### config.mk
export PLATFORM = sky130hd
export DESIGN_NAME = mme_front_flat
export DESIGN_NICKNAME = d
export VERILOG_FILES = /design/src/rtl/mme_pkg.sv /design/src/rtl/mme_if.sv /design/src/rtl/mme_front.sv /design/src/flat_wrapper.sv
export SDC_FILE = /design/constraint.sdc
export NUM_CORES = 1
export LEC_CHECK = 0
export BUFFER_PORTS_ARGS = -buffer_cell sky130_fd_sc_hd__buf_2
export CORE_MARGIN = 10
export CORE_UTILIZATION = 30
export DETAILED_ROUTE_END_ITERATION = 10
export PLACE_DENSITY = 0.93
export SYNTH_ARGS = -nofsm -noshare
export SYNTH_HDL_FRONTEND = slang
export SYNTH_SLANG_ARGS = --single-unit
### constraint.sdc
create_clock -name vclk -period 4.45
set_input_delay 0.445 -clock vclk [all_inputs]
set_output_delay 0.445 -clock vclk [all_outputs]
set_load 0.02 [all_outputs]
### src/rtl/mme_pkg.sv
// Shared types and constants for the matrix multiply engine.
`timescale 1ns / 1ps

package mme_pkg;

  localparam int DEF_MAX_DIM     = 8;
  localparam int DEF_VALUE_BITS  = 32;
  localparam int DIM_W           = 4;
  localparam int ROW_W           = 3;
  localparam int COL_W           = 3;
  localparam int ELEM_W          = 32;
  localparam int FRAC_BITS       = 16;
  localparam int CMD_QUEUE_DEPTH = 4;

  typedef enum logic [1:0] {
    REQ_WRITE_A  = 2'd0,
    REQ_WRITE_B  = 2'd1,
    REQ_MULTIPLY = 2'd2
  } req_t;

  typedef enum logic [1:0] {
    CMD_LOAD_A = 2'd0,
    CMD_LOAD_B = 2'd1,
    CMD_MUL    = 2'd2
  } cmd_kind_t;

  typedef struct packed {
    cmd_kind_t          kind;
    logic               ok;
    logic [ROW_W-1:0]   row;
    logic [COL_W-1:0]   col;
    logic [ELEM_W-1:0]  value;
  } cmd_t;

endpackage

### src/rtl/mme_if.sv
// Request and result channel interfaces of the matrix multiply engine.
`timescale 1ns / 1ps

interface mme_in_if
  import mme_pkg::*;
();
  logic                     valid;
  logic                     ready;
  logic [1:0]               req_type;
  logic [ROW_W-1:0]         elem_row;
  logic [COL_W-1:0]         elem_col;
  logic signed [ELEM_W-1:0] elem_value;

  modport source (output valid, req_type, elem_row, elem_col, elem_value, input ready);
  modport sink   (input valid, req_type, elem_row, elem_col, elem_value, output ready);
endinterface


### src/rtl/mme_front.sv
// Front end: accepts requests, range-checks writes and forms queue commands.
`timescale 1ns / 1ps

module mme_front
  import mme_pkg::*;
(
  mme_in_if.sink           in_ch,
  input  logic [DIM_W-1:0] rows_a,
  input  logic [DIM_W-1:0] inner_dim,
  input  logic [DIM_W-1:0] cols_b,
  input  logic             q_full,
  output logic             q_push,
  output cmd_t             q_data
);

  logic             accept;
  logic [DIM_W-1:0] rlim;
  logic [DIM_W-1:0] clim;
  logic             in_range;
  logic             is_cmd;

  assign in_ch.ready = !q_full;
  assign accept      = in_ch.valid && in_ch.ready;

  always_comb begin
    rlim       = rows_a;
    clim       = inner_dim;
    is_cmd     = 1'b1;
    q_data     = '0;
    q_data.row = in_ch.elem_row;
    q_data.col = in_ch.elem_col;
    q_data.value = in_ch.elem_value;
    unique case (req_t'(in_ch.req_type))
      REQ_WRITE_A: begin
        q_data.kind = CMD_LOAD_A;
      end
      REQ_WRITE_B: begin
        q_data.kind = CMD_LOAD_B;
        rlim        = inner_dim;
        clim        = cols_b;
      end
      REQ_MULTIPLY: begin
        q_data.kind = CMD_MUL;
      end
      default: begin
        is_cmd = 1'b0;
      end
    endcase
    in_range  = ({1'b0, in_ch.elem_row} < rlim) && ({1'b0, in_ch.elem_col} < clim);
    q_data.ok = in_range;
  end

  // drop unused request codes
  assign q_push = accept && is_cmd;

endmodule

### src/flat_wrapper.sv
// flat-port wrapper written by rule: the top's interface ports become plain ports
module mme_front_flat import mme_pkg::*;
  (rows_a, inner_dim, cols_b, q_full, q_push, q_data, in_ch_valid, in_ch_req_type, in_ch_elem_row, in_ch_elem_col, in_ch_elem_value, in_ch_ready);
  mme_in_if in_ch_i ();
  input  logic [DIM_W-1:0] rows_a;
  input  logic [DIM_W-1:0] inner_dim;
  input  logic [DIM_W-1:0] cols_b;
  input  logic q_full;
  output logic q_push;
  output cmd_t q_data;
  input wire logic [$bits(in_ch_i.valid)-1:0] in_ch_valid;
  input wire logic [$bits(in_ch_i.req_type)-1:0] in_ch_req_type;
  input wire logic [$bits(in_ch_i.elem_row)-1:0] in_ch_elem_row;
  input wire logic [$bits(in_ch_i.elem_col)-1:0] in_ch_elem_col;
  input wire logic [$bits(in_ch_i.elem_value)-1:0] in_ch_elem_value;
  output wire logic [$bits(in_ch_i.ready)-1:0] in_ch_ready;
  assign in_ch_i.valid = in_ch_valid;
  assign in_ch_i.req_type = in_ch_req_type;
  assign in_ch_i.elem_row = in_ch_elem_row;
  assign in_ch_i.elem_col = in_ch_elem_col;
  assign in_ch_i.elem_value = in_ch_elem_value;
  assign in_ch_ready = in_ch_i.ready;
  mme_front u_core (.in_ch(in_ch_i), .rows_a(rows_a), .inner_dim(inner_dim), .cols_b(cols_b), .q_full(q_full), .q_push(q_push), .q_data(q_data));
endmodule
-- Word level (Yosys, flattened, before mapping)
Cells that the tools add are included.
- word-level logic and storage cells: 14
- register bits: 0
- input bits: 54
- output and inout port bits: 43
- mux-type cells: 4
- equality and inequality tests: 2
- reduce and logical (&&, ||, !) cells: 6
- magnitude comparators: 2
- operator list (operator ; count):
    < comparator 3 x 4 -> 1 bit ; 2
    two-way mux 4 bit ; 2
    one-hot mux 2 bit (2 select lines) ; 1
    logical AND 1 bit ; 3
    OR reduction 3 bit ; 1
    == test 2 x 1 -> 1 bit, second input constant ; 1
    == test 2 bit, second input constant ; 1
    zero test 2 bit ; 1
    zero test 1 bit ; 1
    two-way mux 1 bit ; 1

-- Depth between registers and ports, before layout
- word-level depth: 4
- mapped depth: 8
- mapped depth without buffers: 6

-- Least setup slack after synthesis
No wires, ideal clock.
- kind: input to output
- start: input in_ch_req_type[0]
- end: output q_data[38] in the netlist's numbering
- arrival time: 1806 ps
- buffers on the path: 2
- setup slack: 2199 ps
- cell stages on the path: 7
- data required time: 4005 ps
- cell sequence: nor2b_4 buf_6 mux2i_1 ha_1 or4_1 a31oi_1 buf_4
- longest elaborated chain between the ends: 4
- elaborated cells between the ends (all ways): 6
- classes of those cells: order compare: 2; eq/ne: 1; mux: 2; reduce/logical: 1
- RTL lines (element ; RTL line ; text):
    start: declaration ; flat_wrapper.sv:12 ; input wire logic [$bits(in_ch_i.req_type)-1:0] in_ch_req_type;
    == test 2 x 1 -> 1 bit * ; mme_front.sv:33 ; unique case (req_t'(in_ch.req_type))
    two-way mux 4 bit ; mme_front.sv:33 ;
    < comparator 3 x 4 -> 1 bit ; mme_front.sv:49 ; in_range = ({1'b0, in_ch.elem_row} < rlim) && ({1'b0, in_ch.elem_col} < clim);
    logical AND 1 bit * ; mme_front.sv:49 ;
    end: declaration ; flat_wrapper.sv:10 ; output cmd_t q_data;
Mark *: on every way between the ends. The rest lies on a longest branch, timed or not.

==> impl_metrics.tcl <==
set metrics [dict create \
    hold_slack_ps 890 \
    drt-total-wl_um 1120 \
    post-cts-setup-buffer-count 0 \
    overflow 0 \
    synth_fp_nets 124 \
    dieArea_sq_mm 0.00383 \
    io_pins 97 \
    fin_crit_ps 2510 \
    core-area_sq_mm 0.00169 \
    synth.largest_area_cell "buf_4" \
    yosysSeqAreaShare 0 \
    hp-class "input pin to output port" \
    seq_cells 0 \
    syn2layout_area_growth_pct -22.4 \
    std_cell_rows 15 \
    antenna_found_initial 0 \
    crit_type "input pin to output port" \
    fmax_mhz 399 \
    port_buffers 33 \
    netlist_area_sq_um 526 \
    cp_max_fo 9 \
    synth_top_area_share 0.557 \
    ys_types 18 \
    power.density_mw_per_mm2 107 \
    cap_violations 0 \
    drtIter0Drc 5 \
    avgRoutedWirePerCell_um 14.8 \
    gp_congestion 0.705 \
    status "finished, final reports clean" \
    power_leakage_uw 0.000235 \
    antenna_cells 0 \
    synth_cells 66 \
    yosysWarnings 0 \
    crit_buf_inv 2 \
    drc 0 \
    slowest_delay_ps 520 \
    grt_use_total 0.0535 \
    floorplan.die.height_um 61.9 \
    final.setup.tns_ps 0 \
    hold_viol 0 \
    nNetsFinal 119 \
    worstMarginPinSlew_ps 412 \
    ff_latch_area_sq_um 0 \
    multiInputGateArea_sq_um 214 \
    cpMostUsedCell "buf_2" \
    vias_per_cell 4.75 \
    cp_top_family "simple AND/OR/NAND/NOR gates" \
    initial_core_util 0.311 \
    rsz0062_at_grt "no" \
    cp_data_required_time_ps 4010 \
    grt_pass1_wl_um 1680 \
    slew_violations 0 \
    drive_gt1_frac 0.610 \
    syn_area_per_cell_sq_um 7.96 \
    post-route-period-util 0.563 \
    vias 361 \
    first_global_vias 394 \
    die_w_um 61.9 \
    relSlewSlack 0.722 \
    ant_nets 0 \
    cp-start-kind "input pin" \
    setup_violations 0 \
    slowest_stage "or4_1" \
    cp.arrival_ps 2060 \
    synth_top_cells_by_area "buf_4, mux2i_1, ha_1" \
    cp-end-kind "output port" \
    fillerInstances 209 \
    first_pass_iters 2 \
    grt_max_degree 10 \
    cts_hold_buf 0 \
    cts_resized 0 \
    vdd_ir_drop_max_mv 0.0343 \
    final_common_cell "buf_2" \
    nClkBuffers 0 \
    final_cell_mix "buf_2, mux2i_1, ha_1" \
    crit_chain "buf_2 > nor2b_4 > mux2i_1 > ha_1 > or4_1 > a31oi_1 > buf_2" \
    dp_hpwl_um 1050 \
]
## worst paths after layout
| check | cells after the start | endpoint | startpoint |
|---|---|---|---|
| worst max-delay path | 7 | q_data[38] | in_ch_req_type[0] |
| worst min-delay path | 0 | q_data[12] | in_ch_elem_value[12] |
## cells in the mapped netlist
cell type and instances:
buf_4 39, mux2i_1 6, ha_1 4, inv_1 2, nor2_1 2, a211oi_1 1, a31oi_1 1, and2b_2 1
and3_1 1, buf_6 1, mux2_2 1, nand2_1 1, nand2b_1 1, nand4bb_1 1, nor2b_4 1, o21ai_0 1
o311ai_0 1, or4_1 1
## cell type report
| class | count | share of cell area |
|---|---|---|
| inverters | 2 | 0.0184 |
| multi-input cells | 24 | 0.525 |
| well taps | 17 | 0.0521 |
| repair buffers | 33 | 0.405 |
## power breakdown
| group | total [uW] | internal (uW) | leakage (uW) | switching (uW) |
|---|---|---|---|---|
| combinational | 43.6 | 20.6 | 0.000235 | 23.0 |
| sequential | 0 | 0 | 0 | 0 |
| clock | 0 | 0 | 0 | 0 |
| total | 43.6 | 20.6 | 0.000235 | 23.0 |
## per-layer routing
| metal | track usage | up-vias | routed length (um) |
|---|---|---|---|
| met4 | 0.0350 | 0 | 51 |
| met1 | 0.0514 | 149 | 378 |
| li1 | - | 167 | - |
| met3 | 0.0407 | 16 | 256 |
| met5 | 0 | - | 0 |
| met2 | 0.0791 | 29 | 438 |
## kinds of logic after synthesis
kind of cell / count (synthesis) / synth area share
AOI/OAI and AO/OA: 4 / 0.0524
buffers and inverters: 42 / 0.593
muxes: 7 / 0.136
adders and majority gates: 4 / 0.0952
and+or+nand+nor: 9 / 0.124
## per-stage QoR
stage                     std cells  setup slack [ps]  total power (uW)  utilization  cell area (sq um)
final                            76              1940              43.6        0.241                408
after global placement           76              1930              44.3        0.241                408
after detailed placement         76              1920              44.7        0.241                408
after floorplan                  66              2200              73.5            -                526
after global routing             76              1770              49.7        0.241                408
after CTS                        76              1920              44.9        0.241                408
(Power assumes the default switching activity.)
