[config.mk]
export PLATFORM = sky130hd
export DESIGN_NAME = mme_cmd_fifo
export DESIGN_NICKNAME = d
export VERILOG_FILES = /design/src/rtl/mme_pkg.sv /design/src/rtl/mme_cmd_fifo.sv
export SDC_FILE = /design/constraint.sdc
export NUM_CORES = 1
export LEC_CHECK = 0
export BUFFER_PORTS_ARGS = -buffer_cell sky130_fd_sc_hd__buf_4
export CAP_MARGIN = 20
export CORE_ASPECT_RATIO = 0.7
export CORE_MARGIN = 1.5
export CORE_UTILIZATION = 57
export DETAILED_ROUTE_END_ITERATION = 8
export GPL_ROUTABILITY_DRIVEN = 0
export GPL_TIMING_DRIVEN = 0
export PLACE_DENSITY = 0.79
export SKIP_LAST_GASP = 1
export SLEW_MARGIN = 20
export SYNTH_ARGS = -nofsm -noshare
export SYNTH_HDL_FRONTEND = slang
export SYNTH_SLANG_ARGS = --single-unit
export TNS_END_PERCENT = 1
[constraint.sdc]
create_clock -name clk -period 2.55 [get_ports clk]
set_input_delay 0.3825 -clock clk [delete_from_list [all_inputs] [get_ports clk]]
set_output_delay 0.3825 -clock clk [all_outputs]
set_load 0.005 [all_outputs]
[src/rtl/mme_pkg.sv]
// Shared types and constants for the matrix multiply engine.
`timescale 1ns / 1ps

package mme_pkg;

  localparam int DEF_MAX_DIM     = 8;
  localparam int DEF_VALUE_BITS  = 32;
  localparam int DIM_W           = 4;
  localparam int ROW_W           = 3;
  localparam int COL_W           = 3;
  localparam int ELEM_W          = 32;
  localparam int FRAC_BITS       = 16;
  localparam int CMD_QUEUE_DEPTH = 4;

  typedef enum logic [1:0] {
    REQ_WRITE_A  = 2'd0,
    REQ_WRITE_B  = 2'd1,
    REQ_MULTIPLY = 2'd2
  } req_t;

  typedef enum logic [1:0] {
    CMD_LOAD_A = 2'd0,
    CMD_LOAD_B = 2'd1,
    CMD_MUL    = 2'd2
  } cmd_kind_t;

  typedef struct packed {
    cmd_kind_t          kind;
    logic               ok;
    logic [ROW_W-1:0]   row;
    logic [COL_W-1:0]   col;
    logic [ELEM_W-1:0]  value;
  } cmd_t;

endpackage

[src/rtl/mme_cmd_fifo.sv]
// Command queue between the front end and the execution back end.
`timescale 1ns / 1ps

module mme_cmd_fifo
  import mme_pkg::*;
#(
  parameter int DEPTH = CMD_QUEUE_DEPTH
) (
  input  logic clk,
  input  logic rst_n,
  input  logic push,
  input  cmd_t push_data,
  output logic full,
  input  logic pop,
  output cmd_t pop_data,
  output logic empty
);

  localparam int PTR_W = (DEPTH > 1) ? $clog2(DEPTH) : 1;
  localparam int CNT_W = $clog2(DEPTH + 1);

  cmd_t             mem_r [DEPTH];
  logic [PTR_W-1:0] wr_ptr_r;
  logic [PTR_W-1:0] rd_ptr_r;
  logic [CNT_W-1:0] cnt_r;

  assign full     = (cnt_r == CNT_W'(DEPTH));
  assign empty    = (cnt_r == '0);
  assign pop_data = mem_r[rd_ptr_r];

  always_ff @(posedge clk) begin
    if (push && !full) begin
      mem_r[wr_ptr_r] <= push_data;
    end
  end

  always_ff @(posedge clk) begin
    if (!rst_n) begin
      wr_ptr_r <= '0;
      rd_ptr_r <= '0;
      cnt_r    <= '0;
    end else begin
      if (push && !full) begin
        wr_ptr_r <= (wr_ptr_r == PTR_W'(DEPTH - 1)) ? '0 : wr_ptr_r + PTR_W'(1);
      end
      if (pop && !empty) begin
        rd_ptr_r <= (rd_ptr_r == PTR_W'(DEPTH - 1)) ? '0 : rd_ptr_r + PTR_W'(1);
      end
      if ((push && !full) && !(pop && !empty)) begin
        cnt_r <= cnt_r + CNT_W'(1);
      end else if (!(push && !full) && (pop && !empty)) begin
        cnt_r <= cnt_r - CNT_W'(1);
      end
    end
  end

endmodule

* Yosys cells after proc, flatten, opt, wreduce, memory -nomap -nowiden
Memories as Yosys holds them, arrays and structs flattened. A register that Yosys moved wholly into a read port is not among the register bits. Index checks and enable logic that the tools add are counted.
Operators by class: bitwise operators 0, add/subtract/negate cells 4, multipliers 0, order comparisons 0, equality and inequality tests 3, shift-type cells 0, div/mod/pow operators 0, muxes and demuxes 8, reduce and logical (&&, ||, !) cells 10
Operators with widths (number):
- $mux W2 | 4
- $mux W3 | 2
- $add A2 B1 Y2 const B | 2
- $eq A2 B2 Y1 const B | 2
- $logic_and A1 B1 Y1 | 4
- $logic_not A1 Y1 | 4
- $add A3 B1 Y3 const B | 1
- $eq A3 B3 Y1 const B | 1
- $logic_not A3 Y1 | 1
- $sub A3 B1 Y3 const B | 1
- $mux W1 | 2
- $reduce_bool A2 Y1 | 1
Word-level totals: output and inout port bits 43, word-level logic and storage cells 29, memories 1, bits in latches 0, input port bits 45, bits in read-only memories 0, RAM bits 164, bits in registers 7
Memory list:
- mem_r | depth 4, width 41, rd ports 1, clocked after Yosys merged registers in 1, wr ports 1, RTL line mme_cmd_fifo.sv:22 | cmd_t mem_r [DEPTH];

* Longest topological paths before layout
Gate-level depths: netlist (run 1).
word-level depth 7, mapped depth 9, depth with buffers taken out 8

* Least setup slack after synthesis (run 1)
No wires, ideal clock.
path type flip-flop to flip-flop, from register cnt_r[0], to memory mem_r[0][0] (netlist bit) (enable), setup slack 373 ps, period minus slack after synthesis 2177 ps, setup time 402 ps, stages on the path, launching flop included 5, buffers on the path 1, arrival time 1775 ps, data required time 2148 ps, cells stage by stage dfxtp_1 nor3b_2 nor2b_1 buf_2 and2_1
On the way: word-level cells in the longest chain between the ends 5
RTL lines:
- start, declared | RTL line mme_cmd_fifo.sv:25 | logic [CNT_W-1:0] cnt_r;
- start signal, assigned | RTL line mme_cmd_fifo.sv:50 | cnt_r <= cnt_r + CNT_W'(1);
- start signal, assigned | RTL line mme_cmd_fifo.sv:52 | cnt_r <= cnt_r - CNT_W'(1);
- $eq A3 B3 Y1 | RTL line mme_cmd_fifo.sv:27 | assign full = (cnt_r == CNT_W'(DEPTH));
- net full | RTL line mme_cmd_fifo.sv:13 | output logic full,
- $logic_not A1 Y1 | RTL line mme_cmd_fifo.sv:32 | if (push && !full) begin
- $logic_and A1 B1 Y1 | RTL line mme_cmd_fifo.sv:32
- $mux W1 | RTL line mme_cmd_fifo.sv:32
- $mux W1 (not written as such) | RTL line mme_cmd_fifo.sv:33 | mem_r[wr_ptr_r] <= push_data;
- end, declared | RTL line mme_cmd_fifo.sv:22
The timed path passes the listed nets, and every way through them passes these cells.

* Final worst setup path (run 1)
from register cnt_r[0], to register cnt_r[2]
On the way: word-level cells in the longest chain between the ends 6, elaborated cells on any way between the ends 15, those cells by class add/sub: 2; eq/ne: 1; mux: 2; reduce/logical: 10
RTL lines:
- branches (longest 6 deep; another with $sub A3 B1 Y3)
Several ways; the timed one is not identified. The select of a mux whose other input is x is not followed. A chain may end at the register's enable or synchronous reset.

==> flow_metrics.tcl, run 1 <==
set metrics [dict create \
    status "complete, no violations" \
    die_h_um 92.0 \
    rows 32 \
    period_needed_ps 2370 \
    cap_viol_max_count 0 \
    antenna_found_initial 0 \
    yosys_register_bits 173 \
    hp-start "push_data[2]" \
    routedWlPerCell_um 19.9 \
    clock_latency_ps 420 \
    startpoint "cnt_r[0]$_SDFFE_PN0P_" \
    start_util_pct 58.6 \
    area_delta_synth_final_pct 23.9 \
    cts_max_level 4 \
    via_per_inst 5.49 \
    vias 2981 \
    power.density_nw_per_um2 987 \
    tightest_slew_ps 643 \
    startpoint_type "flip-flop" \
    async_flop_share_pct 0 \
    avgSynthCellArea_um2 24.2 \
    core_um2 11000 \
    cts_tree "done" \
    fin_hold_ws_ps 160 \
    dieArea_um2 12000 \
    fmax_mhz 421 \
    firstDrtPassIters 4 \
    worstHoldPathType "in2reg" \
    synth_ff_type "edfxtp_1" \
    num_io_pins 88 \
    finalInstanceArea_um2 7990 \
    ant_nets 0 \
    critical_path.max_fanout 5 \
    synth-edff-count 164 \
    yosys_warnings 0 \
    ys_seq_area_share_pct 79.2 \
    gr-total-overflow 0 \
    fin_skew_ps 6.94 \
    finalCritPeriodShare_pct 93.1 \
    p_total_mw 7.88 \
    setup_viol 0 \
    track_usage_pct 19.5 \
    grt_setup_unrepaired "false" \
    p_leak_nw 2.75 \
    cts_resized 0 \
    multi_input_area_um2 1210 \
    cts_setup_buffers 0 \
    cts_root_buf "clkbuf_16" \
    fillers 649 \
    grt_pass1_wl_um 16500 \
    drcViolationCount 0 \
    place_area_um2 7420 \
    instances_no_fill 543 \
    synth_cell_types 26 \
    diodes 0 \
    syn-instance-count 266 \
    final_nets 429 \
    place_inst 511 \
    endpoint_kind "flip-flop" \
    seq_area_um2 5100 \
    io_buffers 87 \
    hpwl_um 6940 \
    slew_violations 0 \
    drt-total-wl_um 10800 \
    peakVddDrop_mv 0.598 \
    cp.arrival_ps 2710 \
    grt_max_degree 24 \
    clk_path_buf_depth 2 \
    critPathKind "reg2reg" \
    die_w_um 130 \
    netlist_area_um2 6450 \
    clkTransAtPathRegs_ps 70 \
    grt_pass1_vias 3103 \
    reg2reg_from "cnt_r[0]$_SDFFE_PN0P_" \
    slew-limit-headroom_pct 57.1 \
    hold_buffers 0 \
    dr.first_iter.drc_count 207 \
    finalHoldViolations 0 \
    drive_gt1_share_pct 45.6 \
    clock-sinks 173 \
    cts_buffers 17 \
    required_ps 2890 \
    syn-num-nets 318 \
]
cell usage after synthesis, drive strengths merged (2+ instances only):
cell type	number	area [um^2]
mux4	41	927
mux2i	3	30.0
buf	11	120
edfxtp	164	4920
and2	5	31.3
inv	3	11.3
o21ai	3	15.0
nand2	6	22.5
dfxtp	9	180
ha	6	75.1
nand3	2	10.0
nor2	2	7.51
nor2b	2	12.5
through the flow:
| step | util [%] | setup TNS [ps] | setup slack (ps) |
|---|---|---|---|
| 2_1_floorplan | - | 0 | 373 |
| 3_3_place_gp | 66.2 | -59840 | -382 |
| 5_1_grt | 72.5 | 0 | 35.0 |
| 6_report | 72.5 | 0 | 176 |
| 4_1_cts | 72.5 | 0 | 166 |
| 3_5_place_dp | 67.4 | 0 | 165 |
registers in the layout, summed over array words and instances, names as in the netlist, named ones only:
name	count
cnt_r	3
mem_r	164
rd_ptr_r	2
wr_ptr_r	2
report_power, final:
part	switching, mW	internal (mW)
Combinational	0.795	1.10
Clock	1.13	1.30
Sequential	0.0995	3.46
Total	2.03	5.85
final cells by class:
| class | count | share of cell area (%) |
|---|---|---|
| Timing Repair Buffer | 92 | 9.71 |
| Clock inverter | 15 | 1.79 |
| Tap cell | 153 | 2.40 |
| Buffer | 12 | 1.55 |
| Sequential cell | 173 | 63.9 |
| Clock buffer | 17 | 5.33 |
| Multi-Input combinational cell | 78 | 15.2 |
| Inverter | 3 | 0.141 |
cell usage in the layout, fill, tap and decap left out, types with 4 or more instances in the layout:
cell / Yosys / routed
dfxtp_1: 9 / 9
buf_12: 4 / 6
inv_8: 0 / 4
buf_2: 5 / 5
and2_2: 0 / 4
buf_4: 0 / 87
inv_6: 0 / 6
mux4_2: 40 / 40
ha_1: 6 / 6
nand2_1: 6 / 6
clkbuf_16: 0 / 17
edfxtp_1: 164 / 164
critical path, stage by stage (launching register included):
cell and delay [ps]:
dfxtp_1 380, o31ai_1 540, ha_1 300, inv_1 60, fa_1 380, xor2_1 180, or3_1 300, a21boi_0 170
per-layer routing:
metal  track usage [%]  vias up  wire, um
met2              29.8       79      5330
met5                 0        -         0
met4              8.15        0       181
met3              5.19       15       559
li1                  -     1340         -
met1              27.1     1547      4730
path summary, 6_finish.rpt:
check | slack [ps] | cells past startpoint | end
worst min register to register | 530 | 2 | wr_ptr_r[0]$_SDFFE_PN0P_
worst max-delay path | 180 | 7 | cnt_r[2]$_SDFFE_PN0P_
worst min-delay path | 160 | 1 | mem_r[2][2]$_DFFE_PP_
worst max register to register | 180 | 7 | cnt_r[2]$_SDFFE_PN0P_
cell families after synthesis:
logic type | synth area share [%]
adders and majority gates | 1.47
DFF | 79.2
AOI/OAI and AO/OA | 0.466
xor gates and xnor gates | 0.272
buffers and inverters | 2.10
and+or+nand+nor | 1.67
muxes | 14.8
No activity file was read; power rests on OpenSTA's default activity.
==> run 2: changes to the inputs <==
--- a/config.mk
+++ b/config.mk
@@ -13,7 +13,7 @@
 export DETAILED_ROUTE_END_ITERATION = 8
 export GPL_ROUTABILITY_DRIVEN = 0
 export GPL_TIMING_DRIVEN = 0
-export PLACE_DENSITY = 0.79
+export PLACE_DENSITY = 0.87
 export SKIP_LAST_GASP = 1
 export SLEW_MARGIN = 20
 export SYNTH_ARGS = -nofsm -noshare
==> run 2 against run 1 <==
Final cell count is 0.18% lower. Die area unchanged. Design area decreased by 0.27%. Global-route usage grew 1.1 points. Critical path type is now reg2out. Highest routed layer unchanged.
==> flow_metrics.tcl, run 2 (synthesis gave the netlist of run 1 again) <==
set metrics [dict create \
    reg2reg_from "cnt_r[1]$_SDFFE_PN0P_" \
    layout_commonest_cell "edfxtp_1" \
    largest_reg_flops 164 \
    firstDrtPassIters 5 \
    tightest_slew_ps 594 \
    p_leak_nw 2.73 \
    slew-limit-headroom_pct 60.4 \
    die_h_um 92.0 \
    reg2reg_slack_ps 310 \
    die_w_um 130 \
    gr-total-overflow 0 \
    place_area_um2 7380 \
    drt-total-wl_um 11300 \
    slew_violations 0 \
    grt_pass1_wl_um 17200 \
    swShare_pct 25.4 \
    worstHoldPathType "in2reg" \
    antenna_found_initial 0 \
    clock_power_share_pct 31.4 \
    worst_r2r_path_depth 7 \
    clkTransAtPathRegs_ps 70 \
    final_cell_mix "edfxtp_1 (164), buf_4 (87), mux4_2 (40)" \
    finalCritPeriodShare_pct 88.0 \
    diodes 0 \
    critical_path.max_fanout 10 \
    setup_viol 0 \
    peakVddDrop_mv 0.575 \
    grt_max_degree 25 \
    seq_area_um2 5100 \
    utilization_pct 72.4 \
    final_nets 428 \
    clk_path_buf_depth 2 \
    required_ps 2170 \
    endpoint_kind "primary output" \
    cap_viol_max_count 0 \
    cts_setup_buffers 0 \
    num_io_pins 88 \
    track_usage_pct 20.6 \
    ant_nets 0 \
    grt_pass1_vias 3250 \
    cts_resized 0 \
    cts_root_buf "clkbuf_16" \
    cts_max_level 4 \
    core_um2 11000 \
    multi_input_area_um2 1220 \
    drcViolationCount 0 \
    finalInstanceArea_um2 7970 \
    endpoint "pop_data[38]" \
    area_delta_synth_final_pct 23.6 \
    fillers 652 \
    seqPwrFrac_pct 44.9 \
    start_util_pct 58.6 \
    crit_chain "buf_1 > buf_2 > mux4_2 > buf_4" \
    hold_buffers 0 \
    vias 3031 \
    status "complete, no violations" \
    p_comb_share_pct 23.7 \
    clock_latency_ps 420 \
    critPathKind "reg2out" \
    hpwl_um 7210 \
    period_needed_ps 2240 \
    cts_buffers 17 \
    startpoint_type "flip-flop" \
    rr_endpoint "cnt_r[2]$_SDFFE_PN0P_" \
    fmax_mhz 446 \
    setup_ws_ps 306 \
    cts_tree "done" \
    io_buffers 87 \
    whs_path_depth 1 \
    top_register "mem_r" \
    dr.first_iter.drc_count 230 \
    cp.arrival_ps 1860 \
    fin_skew_ps 11.4 \
    switchingPower_mw 2.01 \
    finalHoldViolations 0 \
    power.density_nw_per_um2 997 \
    routedWlPerCell_um 20.8 \
    fin_hold_ws_ps 160 \
    via_per_inst 5.59 \
    post-place-ws_ps 111 \
    drive_gt1_share_pct 46.0 \
    reg_top3 "mem_r (164), cnt_r (3)" \
    max_stage_delay_ps 380 \
    grt_setup_unrepaired "false" \
    intPower_mw 5.93 \
    cp_slowest_cell "mux4_2" \
    dieArea_um2 12000 \
    clock-sinks 173 \
    rows 32 \
]
run 2: stage by stage:
stage                     setup TNS, ps  power [mW]  cells
after global placement           -53750        5.42    506
after global routing                  0        8.27    542
final                                 0        7.94    542
after detailed placement              0        5.53    510
after floorplan                       0        4.68    266
after CTS                             0        8.02    542
run 2: cell type report:
type	instances	share of cell area, %
clock inverter	15	1.90
clock buffer	17	5.34
multi-input combinational	78	15.3
sequential	173	64.1
buffer	12	1.55
timing repair buffer	91	9.30
inverter	3	0.141
tap	153	2.40
run 2: worst min-delay path by stage:
stage	endpoint	from	slack (ps)
finish	mem_r[2][27]$_DFFE_PP_	push_data[27]	160
global route	mem_r[2][8]$_DFFE_PP_	push_data[8]	140
CTS	mem_r[3][8]$_DFFE_PP_	push_data[8]	150
detailed placement	wr_ptr_r[1]$_SDFFE_PN0P_	wr_ptr_r[1]$_SDFFE_PN0P_	510
global placement	wr_ptr_r[1]$_SDFFE_PN0P_	wr_ptr_r[1]$_SDFFE_PN0P_	480
floorplan	wr_ptr_r[1]$_SDFFE_PN0P_	wr_ptr_r[1]$_SDFFE_PN0P_	470
run 2: metal layers:
metal  routed length (um)  GRT usage, %  vias to the layer above
met5                    0             0                        -
met4                  143          8.43                        0
met3                  683          5.25                       18
met2                 5780          33.3                      110
met1                 4650          26.9                     1573
li1                     -             -                     1330
run 2: critical path: cells and delay by family, from the launching register on:
family	cells	cell delay, ps
buffers and inverters	3	740
DFF	1	320
muxes	1	380
run 2: power by group through the flow:
stage	registers [mW]	logic [mW]	clock network, mW
after floorplan	3.60	1.09	0
after global placement	3.61	1.81	0
after detailed placement	3.63	1.90	0
after CTS	3.57	1.92	2.54
after global routing	3.59	2.02	2.65
final	3.56	1.88	2.50
==> run 3: changes to the inputs <==
--- a/config.mk
+++ b/config.mk
@@ -12,7 +12,6 @@
 export CORE_UTILIZATION = 57
 export DETAILED_ROUTE_END_ITERATION = 8
 export GPL_ROUTABILITY_DRIVEN = 0
-export GPL_TIMING_DRIVEN = 0
 export PLACE_DENSITY = 0.87
 export SKIP_LAST_GASP = 1
 export SLEW_MARGIN = 20
==> run 3 against run 2 <==
Final cell count is 0.55% lower. Register-to-register slack better by 60 ps. Flip-flop and latch count is the same. First-iteration DRC count grew 8.7%. Critical path depth down 1. Maximum frequency down 0.37%. Design area shrank 1.4%. Critical path type unchanged. Largest cell class unchanged.
==> flow_metrics.tcl, run 3 (synthesis gave the netlist of run 1 again) <==
set metrics [dict create \
    finalCritPeriodShare_pct 88.3 \
    cp.arrival_ps 1870 \
    power.density_nw_per_um2 988 \
    worstHoldPathType "in2reg" \
    clock-sinks 173 \
    cts_resized 0 \
    tightest_slew_ps 356 \
    grtUsageMet2_pct 31.8 \
    gr-max-usage-layer "met2" \
    cts_tree "done" \
    routedWlPerCell_um 20.9 \
    grt_setup_unrepaired "false" \
    clock_latency_ps 410 \
    final_nets 425 \
    period_needed_ps 2250 \
    die_h_um 92.0 \
    grt_pass1_wl_um 17100 \
    layout_commonest_cell "edfxtp_1" \
    via_per_inst 5.58 \
    track_usage_pct 20.4 \
    cts_root_buf "clkbuf_16" \
    reg_top3 "mem_r (164), cnt_r (3)" \
    cts_max_level 4 \
    whs_path_depth 1 \
    drive_gt1_share_pct 45.1 \
    diodes 0 \
    start_util_pct 58.6 \
    startpoint_type "flip-flop" \
    antenna_found_initial 0 \
    status "complete, no violations" \
    critical_path.max_fanout 15 \
    rr_endpoint "cnt_r[2]$_SDFFE_PN0P_" \
    clkTransAtPathRegs_ps 60 \
    hold_buffers 0 \
    core_um2 11000 \
    die_w_um 130 \
    hpwl_um 6990 \
    largest_reg_flops 164 \
    vias 3010 \
    ant_nets 0 \
    grt_max_degree 42 \
    reg2reg_slack_ps 370 \
    met1_usage_pct 27.7 \
    worst_r2r_path_depth 7 \
    clk_path_buf_depth 2 \
    io_buffers 87 \
    firstDrtPassIters 6 \
    area_delta_synth_final_pct 21.9 \
    top_register "mem_r" \
    reg2reg_from "cnt_r[0]$_SDFFE_PN0P_" \
    critPathKind "reg2out" \
    fillers 659 \
    finalHoldViolations 0 \
    grt_pass1_vias 3171 \
    p_leak_nw 2.70 \
    slew_violations 0 \
    num_io_pins 88 \
    cts_setup_buffers 0 \
    endpoint_kind "primary output" \
    fin_skew_ps 4.91 \
    tns_ps 0 \
    gr-total-overflow 0 \
    slew-limit-headroom_pct 76.3 \
    drcViolationCount 0 \
    fmax_mhz 444 \
    rows 32 \
    p_total_mw 7.77 \
    final_cell_mix "edfxtp_1 (164), buf_4 (98), mux4_2 (40)" \
    hp-start "push_data[26]" \
    cap_viol_max_count 0 \
    min_to "mem_r[1][26]$_DFFE_PP_" \
    dieArea_um2 12000 \
    peakVddDrop_mv 0.791 \
    dr.first_iter.drc_count 250 \
    use_met3_pct 5.78 \
    cts_buffers 17 \
    drt-total-wl_um 11300 \
    setup_viol 0 \
    required_ps 2170 \
]
==> run 3: cell count changes in the layout (fill, tap and decap cells not counted), moves of 4 or more <==
cell,delta
buf_2,-5
buf_12,-5
buf_4,+11
inv_6,-4
==> run 3: stage by stage <==
step / utilization (%) / instances / cell area [um^2] / hold WS (ps) / worst slack [ps]
floorplan: - / 266 / 6450 / 468 / 373
global placement: 66.3 / 507 / 7300 / 481 / 544
detailed placement: 66.3 / 507 / 7300 / 507 / 382
CTS: 71.4 / 539 / 7860 / 151 / 246
global route: 71.4 / 539 / 7860 / 153 / 199
finish: 71.4 / 539 / 7860 / 166 / 298
==> run 3: critical path: stages (launching register included) <==
cell	delay, ps
dfxtp_4	400
buf_4	310
mux4_1	600
buf_4	150
==> run 3: final cells by class <==
| cell class | instances | area (um^2) | share of cell area, % |
|---|---|---|---|
| multi-input cells | 78 | 1210 | 15.4 |
| inverters | 3 | 11.3 | 0.143 |
| well taps | 153 | 191 | 2.44 |
| clock buffers | 19 | 433 | 5.51 |
| flip-flops and latches | 173 | 5110 | 65.0 |
| clock inverters | 13 | 124 | 1.58 |
| repair buffers | 100 | 776 | 9.87 |
==> run 3: report_power, final <==
part           internal, mW  switching [mW]  leakage (nW)
combinational          1.01           0.761         0.852
clock                  1.43           0.982         0.269
sequential             3.47           0.124          1.58
total                  5.90            1.87          2.70
==> run 3: worst max-delay path by stage <==
stage / from / cells after the start / slack (ps) / end
final: flip-flop / 3 / 300 / pop_data[20]
after global routing: flip-flop / 3 / 200 / pop_data[31]
after CTS: flip-flop / 3 / 250 / pop_data[20]
after detailed placement: cnt_r[0]$_SDFFE_PN0P_ / 8 / 380 / cnt_r[2]$_SDFFE_PN0P_
after global placement: cnt_r[0]$_SDFFE_PN0P_ / 7 / 540 / cnt_r[2]$_SDFFE_PN0P_
after floorplan: cnt_r[0]$_SDFFE_PN0P_ / 4 / 370 / mem_r[0][0]$_DFFE_PP_
==> run 3: metal layers <==
| layer | up-vias | part of all wire [%] |
|---|---|---|
| li1 | 1321 | - |
| met1 | 1566 | 44 |
| met2 | 105 | 49 |
| met3 | 18 | 5.3 |
| met4 | 0 | 1.5 |
| met5 | - | 0 |
